--- src/vfa_pkg.sv ---
// Shared types, opcodes and saturation helper for the four-component vector ALU.
// No dependencies; every other file in src imports this package.
package vfa_pkg;

  // Width used for every intermediate sum before it is clamped to 32 bits.
  localparam int unsigned SAT_W = 68;

  // Stages of the integer square root, one result bit per stage.
  localparam int unsigned SQRT_STEPS = 32;

  typedef logic signed [SAT_W-1:0] sw_t;

  typedef enum logic [3:0] {
    OP_COPY      = 4'd0,
    OP_ADD       = 4'd1,
    OP_SUB       = 4'd2,
    OP_SCALE     = 4'd3,
    OP_DOT       = 4'd4,
    OP_LENGTH    = 4'd5,
    OP_NORMALIZE = 4'd6,
    OP_MIN       = 4'd7,
    OP_MAX       = 4'd8,
    OP_REFLECT   = 4'd9,
    OP_CROSS     = 4'd10
  } op_t;

  localparam sw_t SAT_HI = {{(SAT_W-31){1'b0}}, {31{1'b1}}};
  localparam sw_t SAT_LO = {{(SAT_W-31){1'b1}}, {31{1'b0}}};
  localparam logic [31:0] S32_MAX = 32'h7fff_ffff;
  localparam logic [31:0] S32_MIN = 32'h8000_0000;

  // A clamped 32-bit value and whether clamping took place.
  typedef struct packed {
    logic        flag;
    logic [31:0] val;
  } sat_t;

  // Word passed from the front end through the root and divider stages.
  typedef struct packed {
    op_t              op;
    logic [3:0][31:0] r;
    logic [31:0]      scalar;
    logic             fault;
    logic [3:0][31:0] mag;
    logic [3:0]       neg;
  } pl_t;

  // Clamp a wide signed value to the signed 32-bit range.
  function automatic sat_t sat32(input sw_t v);
    sat_t s;
    if (v > SAT_HI) begin
      s = '{flag: 1'b1, val: S32_MAX};
    end else if (v < SAT_LO) begin
      s = '{flag: 1'b1, val: S32_MIN};
    end else begin
      s = '{flag: 1'b0, val: v[31:0]};
    end
    return s;
  endfunction

endpackage

--- src/vfa_div.sv ---
// Pipelined restoring divider for normalising one component, one quotient bit per stage.
// Depends on vfa_pkg only through the shared import convention.
module vfa_div
  import vfa_pkg::*;
#(
  parameter int FRAC_BITS = 16
) (
  input  logic                 clk,
  input  logic                 en,
  input  logic [FRAC_BITS+32:0] num_i,
  input  logic [32:0]          den_i,
  output logic [FRAC_BITS:0]   quo_o
);

  localparam int QW = FRAC_BITS + 1;
  localparam int NW = FRAC_BITS + 33;

  logic [NW-1:0] rem_r [QW];
  logic [32:0]   den_r [QW];
  logic [QW-1:0] q_r   [QW];

  for (genvar s = 0; s < QW; s++) begin : g_step
    localparam int K = QW - 1 - s;
    logic [NW-1:0] rem_in, trial;
    logic [32:0]   den_in;
    logic [QW-1:0] q_in;

    if (s == 0) begin : g_first
      assign rem_in = num_i;
      assign den_in = den_i;
      assign q_in   = '0;
    end else begin : g_next
      assign rem_in = rem_r[s-1];
      assign den_in = den_r[s-1];
      assign q_in   = q_r[s-1];
    end

    assign trial = NW'(den_in) << K;

    // Subtract the shifted divisor where it fits and record the bit.
    always_ff @(posedge clk) begin
      if (en) begin
        den_r[s] <= den_in;
        if (rem_in >= trial) begin
          rem_r[s] <= rem_in - trial;
          q_r[s]   <= q_in | (QW'(1) << K);
        end else begin
          rem_r[s] <= rem_in;
          q_r[s]   <= q_in;
        end
      end
    end
  end

  assign quo_o = q_r[QW-1];

endmodule

--- config.mk ---
export PLATFORM = sky130hd
export DESIGN_NAME = vfa_div
export DESIGN_NICKNAME = d
export VERILOG_FILES = /design/src/vfa_pkg.sv /design/src/vfa_div.sv
export SDC_FILE = /design/constraint.sdc
export NUM_CORES = 2
export LEC_CHECK = 0
export CAP_MARGIN = 20
export CORE_MARGIN = 1
export CORE_UTILIZATION = 45
export CTS_CLUSTER_DIAMETER = 30
export DETAILED_ROUTE_END_ITERATION = 6
export DONT_BUFFER_PORTS = 1
export GPL_ROUTABILITY_DRIVEN = 0
export PLACE_DENSITY = 0.69
export SYNTH_ARGS = -nofsm -noshare
export SYNTH_HDL_FRONTEND = slang
export SYNTH_SLANG_ARGS = --single-unit
--- constraint.sdc ---
create_clock -name clk -period 5.28 [get_ports clk]
set_input_delay 1.32 -clock clk [delete_from_list [all_inputs] [get_ports clk]]
set_output_delay 1.32 -clock clk [all_outputs]
set_load 0.02 [all_outputs]
After elaboration in Yosys (flattened, before gate mapping)
Memories as Yosys holds them, arrays and structs flattened.
Index checks and enable logic that the tools add are counted.
Word-level totals
  flip-flop bits (word level): 0
  memory bits (writable): 1683
  bits of input ports: 84
  output and inout bits: 17
  word-level logic and storage cells: 209
  memories kept: 3
Memories
  rem_r: words 17, bits a word 49, rd ports 16, clocked after Yosys merged registers in 0, wr ports 17, line vfa_div.sv:18  | logic [NW-1:0] rem_r [QW];
  den_r: words 17, bits a word 33, rd ports 16, clocked after Yosys merged registers in 0, wr ports 17, line vfa_div.sv:19  | logic [32:0] den_r [QW];
  q_r: words 17, bits a word 17, rd ports 17, clocked after Yosys merged registers in 0, wr ports 17, line vfa_div.sv:20  | logic [QW-1:0] q_r [QW];
Operators by class
  add/sub/neg operators: 17
  $lt $le $gt $ge: 17
  muxes and demuxes: 138
  bitwise gates (word level): 34
Operators with widths (count)
  2-to-1 mux 49 bit: 17
  2-to-1 mux 17 bit: 17
  2-to-1 mux 1 bit: 104
  >= comparator 49 x 33 -> 1 bit: 1
  >= comparator 49 x 34 -> 1 bit: 1
  >= comparator 49 x 35 -> 1 bit: 1
  >= comparator 49 x 36 -> 1 bit: 1
  >= comparator 49 x 37 -> 1 bit: 1
  >= comparator 49 x 38 -> 1 bit: 1
  >= comparator 49 x 39 -> 1 bit: 1
  >= comparator 49 x 40 -> 1 bit: 1
  >= comparator 49 x 41 -> 1 bit: 1
  >= comparator 49 x 42 -> 1 bit: 1
  >= comparator 49 x 43 -> 1 bit: 1
  >= comparator 49 x 44 -> 1 bit: 1
  >= comparator 49 x 45 -> 1 bit: 1
  >= comparator 49 x 46 -> 1 bit: 1
  >= comparator 49 x 47 -> 1 bit: 1
  >= comparator 49 x 48 -> 1 bit: 1
  >= comparator 49 bit: 1
  subtractor 49 x 33 -> 49 bit: 1
  subtractor 49 x 34 -> 49 bit: 1
  subtractor 49 x 35 -> 49 bit: 1
  subtractor 49 x 36 -> 49 bit: 1
  14 further kinds: 47

Logic depth before layout (Yosys ltp)
An unclocked memory read counts as a cell.
  word-level depth: 6
  mapped depth: 17
  depth with buffers taken out: 15

Worst setup path after synthesis
Ideal clock, no wire load.
  path type: input port to flip-flop
  start point: input en
  end point: memory q_r[8][10] (netlist name) (enable)
  setup time: 0.436 ns
  arrival time: 3.762 ns
  required time: 4.844 ns
  setup slack: 1.083 ns
  cell stages on the path: 4
  path buffers: 4
  cell sequence: clkbuf_1 -> clkbuf_1 -> clkbuf_1 -> clkbuf_1
RTL lines
  start, declared: line vfa_div.sv:9  | input logic en,
  end, declared: line vfa_div.sv:20

==> flow_metrics.env <==
export IMPL_status="finished clean"
export IMPL_synthFlopType="edfxtp_1"
export IMPL_yosys_area_top_type="edfxtp_1"
export IMPL_antenna_found_initial=3
export IMPL_netlist_area_leader_share_pct=52.5
export IMPL_setup_worst_path_end_class="register"
export IMPL_port_buffers=0
export IMPL_cts_tree="yes"
export IMPL_synth_seq_cells=1465
export IMPL_whs_ps=400
export IMPL_max_stage_delay_ps=500
export IMPL_clockBufferDepth=4
export IMPL_grt_overflow=0
export IMPL_path_clk_slew_ps=50
export IMPL_skew_ps=52.3
export IMPL_cpLargestDelayFamily="buffers and inverters"
export IMPL_syn_inst=7731
export IMPL_relSlewSlack_pct=29.0
export IMPL_synthTopCellsByArea="edfxtp_1 (53%), ha_1 (8.4%), a21oi_1 (3.7%)"
export IMPL_path_max_fanout=153
export IMPL_drtIter0Drc=4412
export IMPL_fin_crit_ps=5160
export IMPL_fmax_mhz=194
export IMPL_finalCoreUtilization_pct=53.0
export IMPL_worstMarginPinSlew_ps=1050
export IMPL_start_kind="input pin"
export IMPL_cts_root_buf="clkbuf_16"
export IMPL_grt_pass1_wl_um=299000
export IMPL_viasPerCell=5.59
export IMPL_core_area_mm2=0.184
export IMPL_die_x_um=433
export IMPL_r2r_slack_ps=950
export IMPL_grt_use_total_pct=19.8
export IMPL_max_cap_violations=0
export IMPL_synth_net_count=8392
export IMPL_async_reset_ff_share_pct=0
export IMPL_first_pass_iters=6
export IMPL_wl_um=190000
export IMPL_nNetsFinal=8612
export IMPL_start_util_pct=45.5
export IMPL_endpoint="rem_r[14][47]$_DFFE_PP_"
export IMPL_grt_max_degree=156
export IMPL_crit_chain="buf_16, buf_16, buf_16, buf_16, buf_16, nand4b_1, or3_1, a221oi_4, inv_2, nand2_1, nor4_1, xor2_1"
export IMPL_drt_drc_violations_left=0
export IMPL_drive_gt1_share_pct=9.35
export IMPL_ant_nets=0
export IMPL_rows=157
export IMPL_power_density_mw_per_mm2=590
export IMPL_antenna_cells=0
export IMPL_cts_max_level=5
export IMPL_maxSlewViolCount=0
export IMPL_vias=59533
export IMPL_avgSynthCellArea_um2=10.8
export IMPL_dieArea_mm2=0.188
export IMPL_post_cts_setup_buffers=0
export IMPL_cpMostUsedCell="buf_16"
export IMPL_hold_path_class="reg -> reg"
export IMPL_grt_pass1_vias=59876
export IMPL_period_share_pct=97.8
export IMPL_yosysSeqAreaShare_pct=52.5
export IMPL_setup_viol_count_final=0
export IMPL_wl_per_cell_um=17.8
export IMPL_crit_buf_inv=6
export IMPL_synth_edf_count=1465
export IMPL_slowest_stage="buf_16"
export IMPL_rr_endpoint="rem_r[7][28]$_DFFE_PP_"
export IMPL_hpwl_um=139000
export IMPL_startpoint="en"
export IMPL_reg2reg_depth=14
export IMPL_clk_latency_ps=900
export IMPL_die_h_um=433
export IMPL_crit_arrival_ps=5730
export IMPL_areaGrowthSynthToFinish_pct=16.4
export IMPL_ios=101
export IMPL_rsz0062_at_grt="no"
export IMPL_syn_area_mm2=0.0837
export IMPL_hold_violations=0
export IMPL_cellLeakagePower_nw=38.8
export IMPL_crit_cells=12
export IMPL_yosysUniqueCellTypes=103
export IMPL_ctsHoldBuffers=0
export IMPL_crit_type="in -> reg"
export IMPL_fill_cells=15427
export IMPL_required_ps=5850
export IMPL_cts_buffers=317
export IMPL_regToRegStartpoint="rem_r[6][9]$_DFFE_PP_"
export IMPL_ys_warn_count=0
export IMPL_worst_ir_drop_vdd_mv=0.339
export IMPL_clock_sinks=1465
final cells by class:
type                    instances  area (µm²)  share of cell area (%)
inverters                     699        2630                    2.69
clock buffers                 354        8200                    8.41
repair buffers                139        1470                    1.51
multi-input cells            5329       36200                    37.1
clock inverters               195        1940                    1.99
well taps                    2464        3080                    3.16
flip-flops and latches       1465       44000                    45.1
cell usage after synthesis (20+ instances only):
cell type and n:
a211oi_1 50, a21boi_0 22, a21o_1 303, a21oi_1 614
a31oi_1 58, and2_1 32, and3_1 55, buf_2 49
clkbuf_1 173, edfxtp_1 1465, ha_1 561, inv_1 693
mux2_2 76, nand2_1 677, nand2b_1 101, nand3_1 117
nand4_1 112, nor2_1 454, nor2b_1 67, nor3_1 132
nor3b_1 24, nor4_1 77, nor4b_1 20, o2111ai_1 20
o211ai_1 36, o21a_1 71, o21ai_0 582, o21bai_1 63
o31ai_1 53, or3_1 37, or4_1 29, xnor2_1 265
xor2_1 277
routing by layer:
metal,track usage [%],vias to the layer above,share of wire (%)
met2,37.9,2061,53
li1,-,28968,-
met1,19.3,27744,36
met5,0,-,0
met4,13.9,0,7.1
met3,3.07,760,4.2
kinds of logic (layout without fill, tap and decap cells):
| kind of cell | Yosys count | in the layout | synth area share, % |
|---|---|---|---|
| xor gates and xnor gates | 542 | 542 | 5.67 |
| and+or+nand+nor | 2026 | 2026 | 11.8 |
| AOI/OAI and AO/OA | 2094 | 2094 | 15.7 |
| buffers and inverters | 937 | 1387 | 4.34 |
| DFF | 1465 | 1465 | 52.5 |
| muxes | 90 | 90 | 1.19 |
| adders and majority gates | 577 | 577 | 8.76 |
worst min-delay path by stage:
| stage | slack (ps) | start | endpoint | cells past startpoint |
|---|---|---|---|---|
| after floorplan | 400 | q_r[9][10]$_DFFE_PP_ | q_r[10][10]$_DFFE_PP_ | 0 |
| after global placement | 400 | q_r[11][12]$_DFFE_PP_ | q_r[12][12]$_DFFE_PP_ | 0 |
| after detailed placement | 400 | q_r[10][10]$_DFFE_PP_ | q_r[11][10]$_DFFE_PP_ | 0 |
| after CTS | 400 | q_r[2][15]$_DFFE_PP_ | q_r[3][15]$_DFFE_PP_ | 0 |
| after global routing | 400 | q_r[2][15]$_DFFE_PP_ | q_r[3][15]$_DFFE_PP_ | 0 |
| final | 400 | q_r[2][15]$_DFFE_PP_ | q_r[3][15]$_DFFE_PP_ | 0 |
report_power, final:
group | internal [W] | switching (W) | leakage [nW] | total [W]
sequential | 0.0168 | 0.00174 | 14.2 | 0.0185
clock | 0.0125 | 0.00596 | 4.89 | 0.0185
combinational | 0.00850 | 0.0120 | 19.7 | 0.0205
total | 0.0378 | 0.0197 | 38.8 | 0.0575
stage by stage:
stage | setup slack [ps] | area, µm² | TNS, ps | power (W) | instances
3_5_place_dp | -2920 | 87200 | -922050 | 0.0386 | 10089
5_1_grt | 2.60 | 97500 | 0 | 0.0608 | 10645
4_1_cts | 89.5 | 97500 | 0 | 0.0574 | 10643
6_report | 118 | 97500 | 0 | 0.0575 | 10645
2_1_floorplan | 1080 | 83700 | 0 | 0.0336 | 7731
3_3_place_gp | -2740 | 87200 | -817530 | 0.0379 | 10089
repair_timing:
item / in CTS / in global routing
setup endpoints to repair: 394 / 37
gates cloned: 5 / 1
gates resized for setup: 0 / 0
placed cells by master (no fill, tap or decap), types with 131 or more instances in the layout:
cell	instances
a21oi_1	614
inv_1	693
edfxtp_1	1465
nor3_1	131
nand2_1	677
ha_1	561
xor2_1	277
xnor2_1	265
nor2_1	454
clkbuf_16	324
o21ai_0	582
a21o_1	302
flip-flops by register name (all words and copies together) (netlist names):
register / flops
den_r: 528
q_r: 153
rem_r: 784
No activity file was read; power rests on OpenSTA's default activity.
